$ cat config.mk
export PLATFORM = sky130hd
export DESIGN_NAME = lrt_cell
export DESIGN_NICKNAME = d
export VERILOG_FILES = /design/src/rtl/location_range_table_macros.svh /design/src/rtl/lrt_pkg.sv /design/src/rtl/lrt_cell.sv
export SDC_FILE = /design/constraint.sdc
export NUM_CORES = 1
export LEC_CHECK = 0
export ABC_AREA = 1
export BUFFER_PORTS_ARGS = -buffer_cell sky130_fd_sc_hd__buf_2
export CELL_PAD_IN_SITES_DETAIL_PLACEMENT = 1
export CELL_PAD_IN_SITES_GLOBAL_PLACEMENT = 2
export CORE_MARGIN = 1
export CORE_UTILIZATION = 28
export DETAILED_ROUTE_END_ITERATION = 8
export GPL_TIMING_DRIVEN = 0
export PLACE_DENSITY_LB_ADDON = 0.1
export SLEW_MARGIN = 30
export SYNTH_ARGS = -nofsm -noshare
export SYNTH_HDL_FRONTEND = slang
export SYNTH_SLANG_ARGS = --single-unit
export TNS_END_PERCENT = 50
$ cat constraint.sdc
create_clock -name clk -period 2.2 [get_ports clk]
set_input_delay 0.11 -clock clk [delete_from_list [all_inputs] [get_ports clk]]
set_output_delay 0.11 -clock clk [all_outputs]
set_load 0.05 [all_outputs]
$ cat src/rtl/location_range_table_macros.svh
// Assertion macros for the location range table.
`ifndef LOCATION_RANGE_TABLE_MACROS_SVH
`define LOCATION_RANGE_TABLE_MACROS_SVH

`ifndef SYNTHESIS

`define LRT_ASSERT_NEVER(label, clk, rst_n, cond) \
    label: assert property (@(posedge clk) disable iff (!rst_n) !(cond)) \
        else $error("lrt: forbidden condition seen");

`define LRT_ASSERT_NEXT(label, clk, rst_n, ante, cons) \
    label: assert property (@(posedge clk) disable iff (!rst_n) (ante) |=> (cons)) \
        else $error("lrt: expected follow-up missing");

`else

`define LRT_ASSERT_NEVER(label, clk, rst_n, cond)

`define LRT_ASSERT_NEXT(label, clk, rst_n, ante, cons)

`endif

`endif

$ cat src/rtl/lrt_pkg.sv
// Shared types and codes for the location range table.
`timescale 1ns / 1ps

package lrt_pkg;

    localparam int LocW = 32;

    typedef enum logic [1:0] {
        ST_OK       = 2'd0,
        ST_FULL     = 2'd1,
        ST_OUTSIDE  = 2'd2,
        ST_OVERFLOW = 2'd3
    } status_t;

    typedef enum logic {
        REQ_APPEND = 1'b0,
        REQ_LOOKUP = 1'b1
    } req_t;

    typedef enum logic {
        S_IDLE   = 1'b0,
        S_SEARCH = 1'b1
    } lrt_state_t;

    typedef struct packed {
        logic            vld;
        logic            found;
        logic [LocW-1:0] loc;
        logic [LocW-1:0] start;
        logic [LocW-1:0] lim;
    } lrt_link_t;

endpackage

$ cat src/rtl/lrt_cell.sv
// One table entry: holds a range end and advances the lookup transaction by one step.
`timescale 1ns / 1ps

module lrt_cell #(
    parameter int IdW = 9,
    parameter int IDX = 0
) (
    input  logic                     clk,
    input  logic                     rst_n,
    input  logic                     we,
    input  logic [lrt_pkg::LocW-1:0] wdata,
    input  lrt_pkg::lrt_link_t       link_in,
    input  logic [IdW-1:0]           id_in,
    output lrt_pkg::lrt_link_t       link_out,
    output logic [IdW-1:0]           id_out
);
    import lrt_pkg::*;

    logic [LocW-1:0] end_reg;
    lrt_link_t       link_reg;
    lrt_link_t       link_next;
    logic [IdW-1:0]  id_reg;
    logic [IdW-1:0]  id_next;
    logic            hit;

    assign hit = link_in.vld && !link_in.found && (link_in.loc < end_reg);

    always_comb
    begin
        link_next.vld   = link_in.vld;
        link_next.found = link_in.found || hit;
        link_next.loc   = link_in.loc;
        link_next.start = (link_in.found || hit) ? link_in.start : end_reg;
        link_next.lim   = hit ? end_reg : link_in.lim;
        id_next         = hit ? IdW'(IDX + 1) : id_in;
    end

    always_ff @(posedge clk)
    begin
        if (we)
        begin
            end_reg <= wdata;
        end
    end

    always_ff @(posedge clk or negedge rst_n)
    begin
        if (!rst_n)
        begin
            link_reg <= '0;
            id_reg   <= '0;
        end
        else
        begin
            link_reg <= link_next;
            id_reg   <= id_next;
        end
    end

    assign link_out = link_reg;
    assign id_out   = id_reg;

endmodule

==> out/qor.csv, run 1 <==
metric;value;unit
endpoint;id_out[0]$_DFF_PN0_;
combinationalPowerShare;23.0;%
fin_tns_setup;0;ps
p_total;7.47;mW
largest_reg_flops;98;
viasPerCell;4.18;
route.vias.total;4831;
die_w;142;µm
fin_area;9290;µm²
criticalPathCategory;reg2reg;
synth_seq_area_share;65.9;%
rsz0062_at_grt;yes;
n_antenna_cell;0;
finalHoldViolCount;0;
pwr_density_cell;804;nW/µm²
worst_pin_slew;882;ps
num-fill-cells;2172;
cts_tree;built;
initial_core_util;29.0;%
antenna_found_initial;0;
finalSetupViolCount;0;
pwr-share-clk;37.8;%
gp_congestion;0.755;
p_int;5.11;mW
routedWlPerCell;15.9;µm
postRouteAntennaNets;0;
synth_area;5520;µm²
grt_start_max_net_pins;59;
required;2500;ps
synth_edf_count;32;
clock_latency;420;ps
period_share;95.3;%
rows;50;
yosysMostFrequentCell;nand2_1;
yosys.area.top_type;dfrtp_1;
synthCells;467;
r2r_cells;15;
synth_cell_types;28;
synth.avg_cell_area;11.8;µm²
clockRootBuffer;clkbuf_16;
cap_violations;0;
slew_headroom;41.2;%
routed_wl;18400;µm
synth_top_area_share;48.5;%
ys_warn_count;0;
grt_overflow_total;0;
ios;249;
place_area;7120;µm²
cts_buffer_depth;2;
rr_endpoint;id_out[0]$_DFF_PN0_;
clk_pin_slew;70;ps
slew_violations;0;
ir_drop;0.532;mV
hold_path.class;in2reg;
cp_max_fo;10;
core_area;19000;µm²
timing.fmax;0.477;GHz
worst_setup_path_end_kind;flop;
die_area;20300;µm²
critPathArrivalTime;2400;ps
startpoint_type;flop;
drt_iter0_markers;68;
period_needed;2100;ps
dieHeight;142;µm
cts_max_level;4;
nNetsFinal;1055;
cts_made_buffers;17;
r2r_slack;100;ps
r2r-start;end_reg[2]$_DFFE_PP_;
drive_above_1_share;41.0;%
async_flop_share;77.0;%
fin_util;48.9;%
cts_sinks;139;
synth_commonest_cells;120 x nand2_1, 107 x dfrtp_1, 46 x inv_1;
grt_pass1_wl;27800;µm
p_switching;2.36;mW
drc;0;
synth_seq_cells;139;
area_delta_synth_final;68.4;%
port_buffers;248;
firstDrtPassIters;6;
dp_hpwl;12800;µm
grt_pass1_vias;5360;
setup.worst_path.start;end_reg[2]$_DFFE_PP_;
netlist_top_cells_area;dfrtp_1 49%, edfxtp_1 17%, nand2_1 8.2%, ha_1 7.0%, nand3_2 3.4%;
skew;11.8;ps
seq_power_share;39.2;%
p_leak;4.67;nW
status;finished clean;
syn-num-nets;640;
synthFlopType;dfrtp_1;
netSwitchingFraction;31.6;%
grt_usage;18.6;%
## critical path: stages (launching register included)
cell	delay (ps)
edfxtp_1	370
inv_1	90
ha_1	280
nand2_1	50
inv_1	50
nand2_1	40
nand2_1	100
nand2_1	70
nand2_1	80
nand2_1	60
nand2_2	90
nand2_2	70
nand2_4	130
buf_4	130
inv_2	90
or2_2	290
## cell usage in the layout, fill, tap and decap left out, drive strengths merged
cell type / synthesis / layout
buf: 15 / 272
dlygate4sd3: 0 / 139
nand2: 128 / 128
dfrtp: 107 / 107
inv: 48 / 51
o21ai: 35 / 35
nand3: 34 / 34
edfxtp: 32 / 32
ha: 31 / 31
clkbuf: 1 / 20
a21oi: 15 / 15
nor2: 13 / 13
clkinvlp: 0 / 6
nor3: 3 / 3
bufinv: 0 / 2
clkinv: 0 / 2
nand4: 1 / 1
o21a: 1 / 1
nor3b: 1 / 1
o211ai: 1 / 1
or2: 1 / 1
## power groups by stage
stage	registers [mW]	logic, mW	clock network, mW
detailed placement	2.98	1.48	0
global placement	2.97	1.45	0
floorplan	3.58	0.349	0
global route	2.95	1.85	3.01
CTS	2.93	1.68	2.91
finish	2.93	1.72	2.83
## repair_timing
action,CTS,global route
hold endpoints to repair,193,0
setup endpoints to repair,34,62
pin swaps,0,10
setup buffers,0,9
hold buffers,139,0
gates resized for setup,4,38
## final cells by class
type | instances | area [µm²] | area share (%)
Buffer | 15 | 154 | 1.66
Clock buffer | 19 | 433 | 4.66
Sequential cell | 139 | 3640 | 39.2
Inverter | 48 | 180 | 1.94
Timing Repair Buffer | 397 | 2750 | 29.6
Tap cell | 260 | 325 | 3.50
Multi-Input combinational cell | 264 | 1670 | 18.0
Clock inverter | 13 | 144 | 1.55
## cells by family (layout without fill, tap and decap cells)
family	count (synthesis)	in the layout	synth area share [%]
fa+ha+maj	31	31	7.03
flops	139	139	65.9
compound gates	52	52	5.49
simple gates	181	181	15.8
buf+inv	64	492	5.78
## routing by layer
metal / wire length [µm] / track usage (%) / vias to the layer above
li1: - / - / 2354
met1: 7810 / 21.6 / 2297
met2: 9260 / 32.9 / 161
met3: 1040 / 4.71 / 19
met4: 267 / 6.45 / 0
met5: 0 / 0 / -
## stage by stage
step	std cells	worst slack [ps]	hold WS, ps
5_1_grt	1155	-65.9	52.7
3_5_place_dp	976	-90.7	52.3
4_1_cts	1147	20.8	14.7
3_3_place_gp	975	-319	238
6_report	1155	103	38.8
2_1_floorplan	467	421	-186
## worst min path at each step
stage                start                endpoint  slack, ps  cells past startpoint
5_1_grt        link_in[96]  link_out[63]$_DFF_PN0_         50                      4
4_1_cts        link_in[96]  link_out[63]$_DFF_PN0_         10                      4
3_3_place_gp   link_in[88]  link_out[88]$_DFF_PN0_        240                      1
3_5_place_dp         rst_n  link_out[73]$_DFF_PN0_         50                      1
6_report       link_in[96]  link_out[51]$_DFF_PN0_         40                      4
2_1_floorplan        rst_n     id_out[0]$_DFF_PN0_       -190                      0
No activity file was read; power rests on OpenSTA's default activity.
==> run 2: changes to the inputs <==
--- a/config.mk
+++ b/config.mk
@@ -10,7 +10,7 @@
 export CELL_PAD_IN_SITES_DETAIL_PLACEMENT = 1
 export CELL_PAD_IN_SITES_GLOBAL_PLACEMENT = 2
 export CORE_MARGIN = 1
-export CORE_UTILIZATION = 28
+export CORE_UTILIZATION = 26
 export DETAILED_ROUTE_END_ITERATION = 8
 export GPL_TIMING_DRIVEN = 0
 export PLACE_DENSITY_LB_ADDON = 0.1
==> constraint.sdc (replaced) <==
create_clock -name clk -period 1.9 [get_ports clk]
set_input_delay 0.095 -clock clk [delete_from_list [all_inputs] [get_ports clk]]
set_output_delay 0.095 -clock clk [all_outputs]
set_load 0.05 [all_outputs]
==> run 2 against run 1 <==
  * The run now ends with negative setup slack left
  * Worst hold slack improved by 150 ps
  * Sequential power rose by 16%
  * Clock skew fell by 2.1 ps
  * Critical path depth did not move
  * Die area rose by 7.6%
  * Final cell count rose by 2.1%
  * Count of clock-buffer cells in the layout rose by 4
==> out/qor.csv, run 2 (synthesized netlist as in run 1, its figures left out) <==
metric;value;unit
final_cell_mix;251 x buf_2, 140 x dlygate4sd3_1, 107 x dfrtp_1, 73 x nand2_1;
hold_path.class;in2async;
dp_hpwl;12600;µm
finalSetupViolCount;74;
fin_area;9790;µm²
grt_usage;17.7;%
viasPerCell;4.18;
fin_cells;1179;
nNetsFinal;1069;
required;2210;ps
cts_made_buffers;17;
pwr-share-clk;37.0;%
cts_tree;built;
routedWlPerCell;16.2;µm
cap_violations;0;
route.vias.total;4933;
r2r_cells;15;
netSwitchingFraction;31.5;%
period_needed;2130;ps
clock_latency;420;ps
cts_sinks;139;
dp.cells;986;
dieHeight;148;µm
firstDrtPassIters;4;
p_leak;4.88;nW
routed_wl;19100;µm
p_switching;2.78;mW
final_common_cell;buf_2;
layout_setup_ws;-230;ps
cts_buffer_depth;2;
violations;negative setup slack;
grt_pass1_wl;29000;µm
worst_setup_path_end_kind;flop;
p_total;8.81;mW
drive_above_1_share;47.7;%
grt_overflow_total;0;
finalHoldViolCount;0;
largest_reg_flops;98;
slew_violations;0;
port_buffers;248;
antenna_found_initial;0;
cp_max_fo;6;
n_antenna_cell;0;
core_area;20500;µm²
p_int;6.03;mW
clk_pin_slew;60;ps
whs;189;ps
timing.fmax;0.469;GHz
die_w;148;µm
area_delta_synth_final;77.5;%
critPathArrivalTime;2440;ps
period_share;112;%
worst_pin_slew;931;ps
skew;9.65;ps
fin_util;47.8;%
postRouteAntennaNets;0;
combinationalPowerShare;24.5;%
clockRootBuffer;clkbuf_16;
seq_power_share;38.5;%
status;complete, but fails checks;
die_area;21800;µm²
ir_drop;0.596;mV
criticalPathCategory;reg2reg;
rsz0062_at_grt;yes;
slew_headroom;38.0;%
cts_max_level;4;
pwr_density_cell;900;nW/µm²
initial_core_util;26.9;%
grt_pass1_vias;5344;
gp_congestion;0.713;
place_area;7140;µm²
ios;249;
rows;52;
drc;0;
startpoint_type;flop;
drt_iter0_markers;80;
grt_start_max_net_pins;58;
run 2: cell types whose count changed in the layout (fill, tap and decap cells not counted), moves of 6 or more:
cell	change
o21ai_2	+8
buf_4	+6
nand2_2	+29
o21ai_0	-7
nand2_4	+12
nand2_1	-42
run 2: per-stage QoR:
stage               setup TNS (ps)  setup WS (ps)
floorplan                        0            121
global placement            -85070           -624
detailed placement          -21660           -387
CTS                         -11120           -200
global route                -21020           -350
finish                      -11370           -230
run 2: timing repair:
item,CTS,global route
cloned,2,2
pin swaps,2,10
setup buffers,8,10
hold buffers,140,0
endpoints found under the setup margin,74,74
hold endpoints to repair,188,0
resized for setup,53,85
run 2: worst paths after layout:
check | to | start | slack [ps]
max reg2reg | link_out[4]$_DFF_PN0_ | end_reg[5]$_DFFE_PP_ | -230
min in group clk | link_out[66]$_DFF_PN0_ | link_in[66] | 340
min reg2reg | link_out[51]$_DFF_PN0_ | end_reg[19]$_DFFE_PP_ | 520
min | link_out[9]$_DFF_PN0_ | rst_n | 190
max | link_out[4]$_DFF_PN0_ | end_reg[5]$_DFFE_PP_ | -230
max in group asynchronous | link_out[52]$_DFF_PN0_ | rst_n | 1080
run 2: power groups by stage:
stage	clock, mW	sequential (mW)	combinational, mW
after floorplan	0	4.14	0.404
after global placement	0	3.44	1.67
after detailed placement	0	3.45	1.70
after CTS	3.35	3.39	2.04
after global routing	3.49	3.42	2.32
final	3.26	3.39	2.16
run 2: area by class of cell:
cell class	count	area, µm²
timing repair buffer	410	2930
clock buffer	23	489
sequential	139	3640
multi-input combinational	264	1890
buffer	16	233
tap	270	338
fill	2257	10700
inverter	48	188
clock inverter	9	85.1
run 2: layer usage:
metal | global-route usage [%] | up-vias | part of all wire [%]
li1 | - | 2380 | -
met1 | 21.7 | 2397 | 43
met4 | 4.33 | 0 | 0.89
met5 | 0 | - | 0
met3 | 4.97 | 13 | 5.5
met2 | 30.8 | 143 | 51
run 2: critical path, cell delays in order, from the launching register on:
cell and delay, ps:
edfxtp_1 400, inv_2 110, ha_4 210, a21oi_2 120
nor2_1 60, nor3_2 200, nand2_2 100, nand2_2 70
nand2_2 70, nand2_2 90, nand2_4 90, buf_12 160
buf_8 130, buf_6 110, nand2_2 50, o21ai_2 40
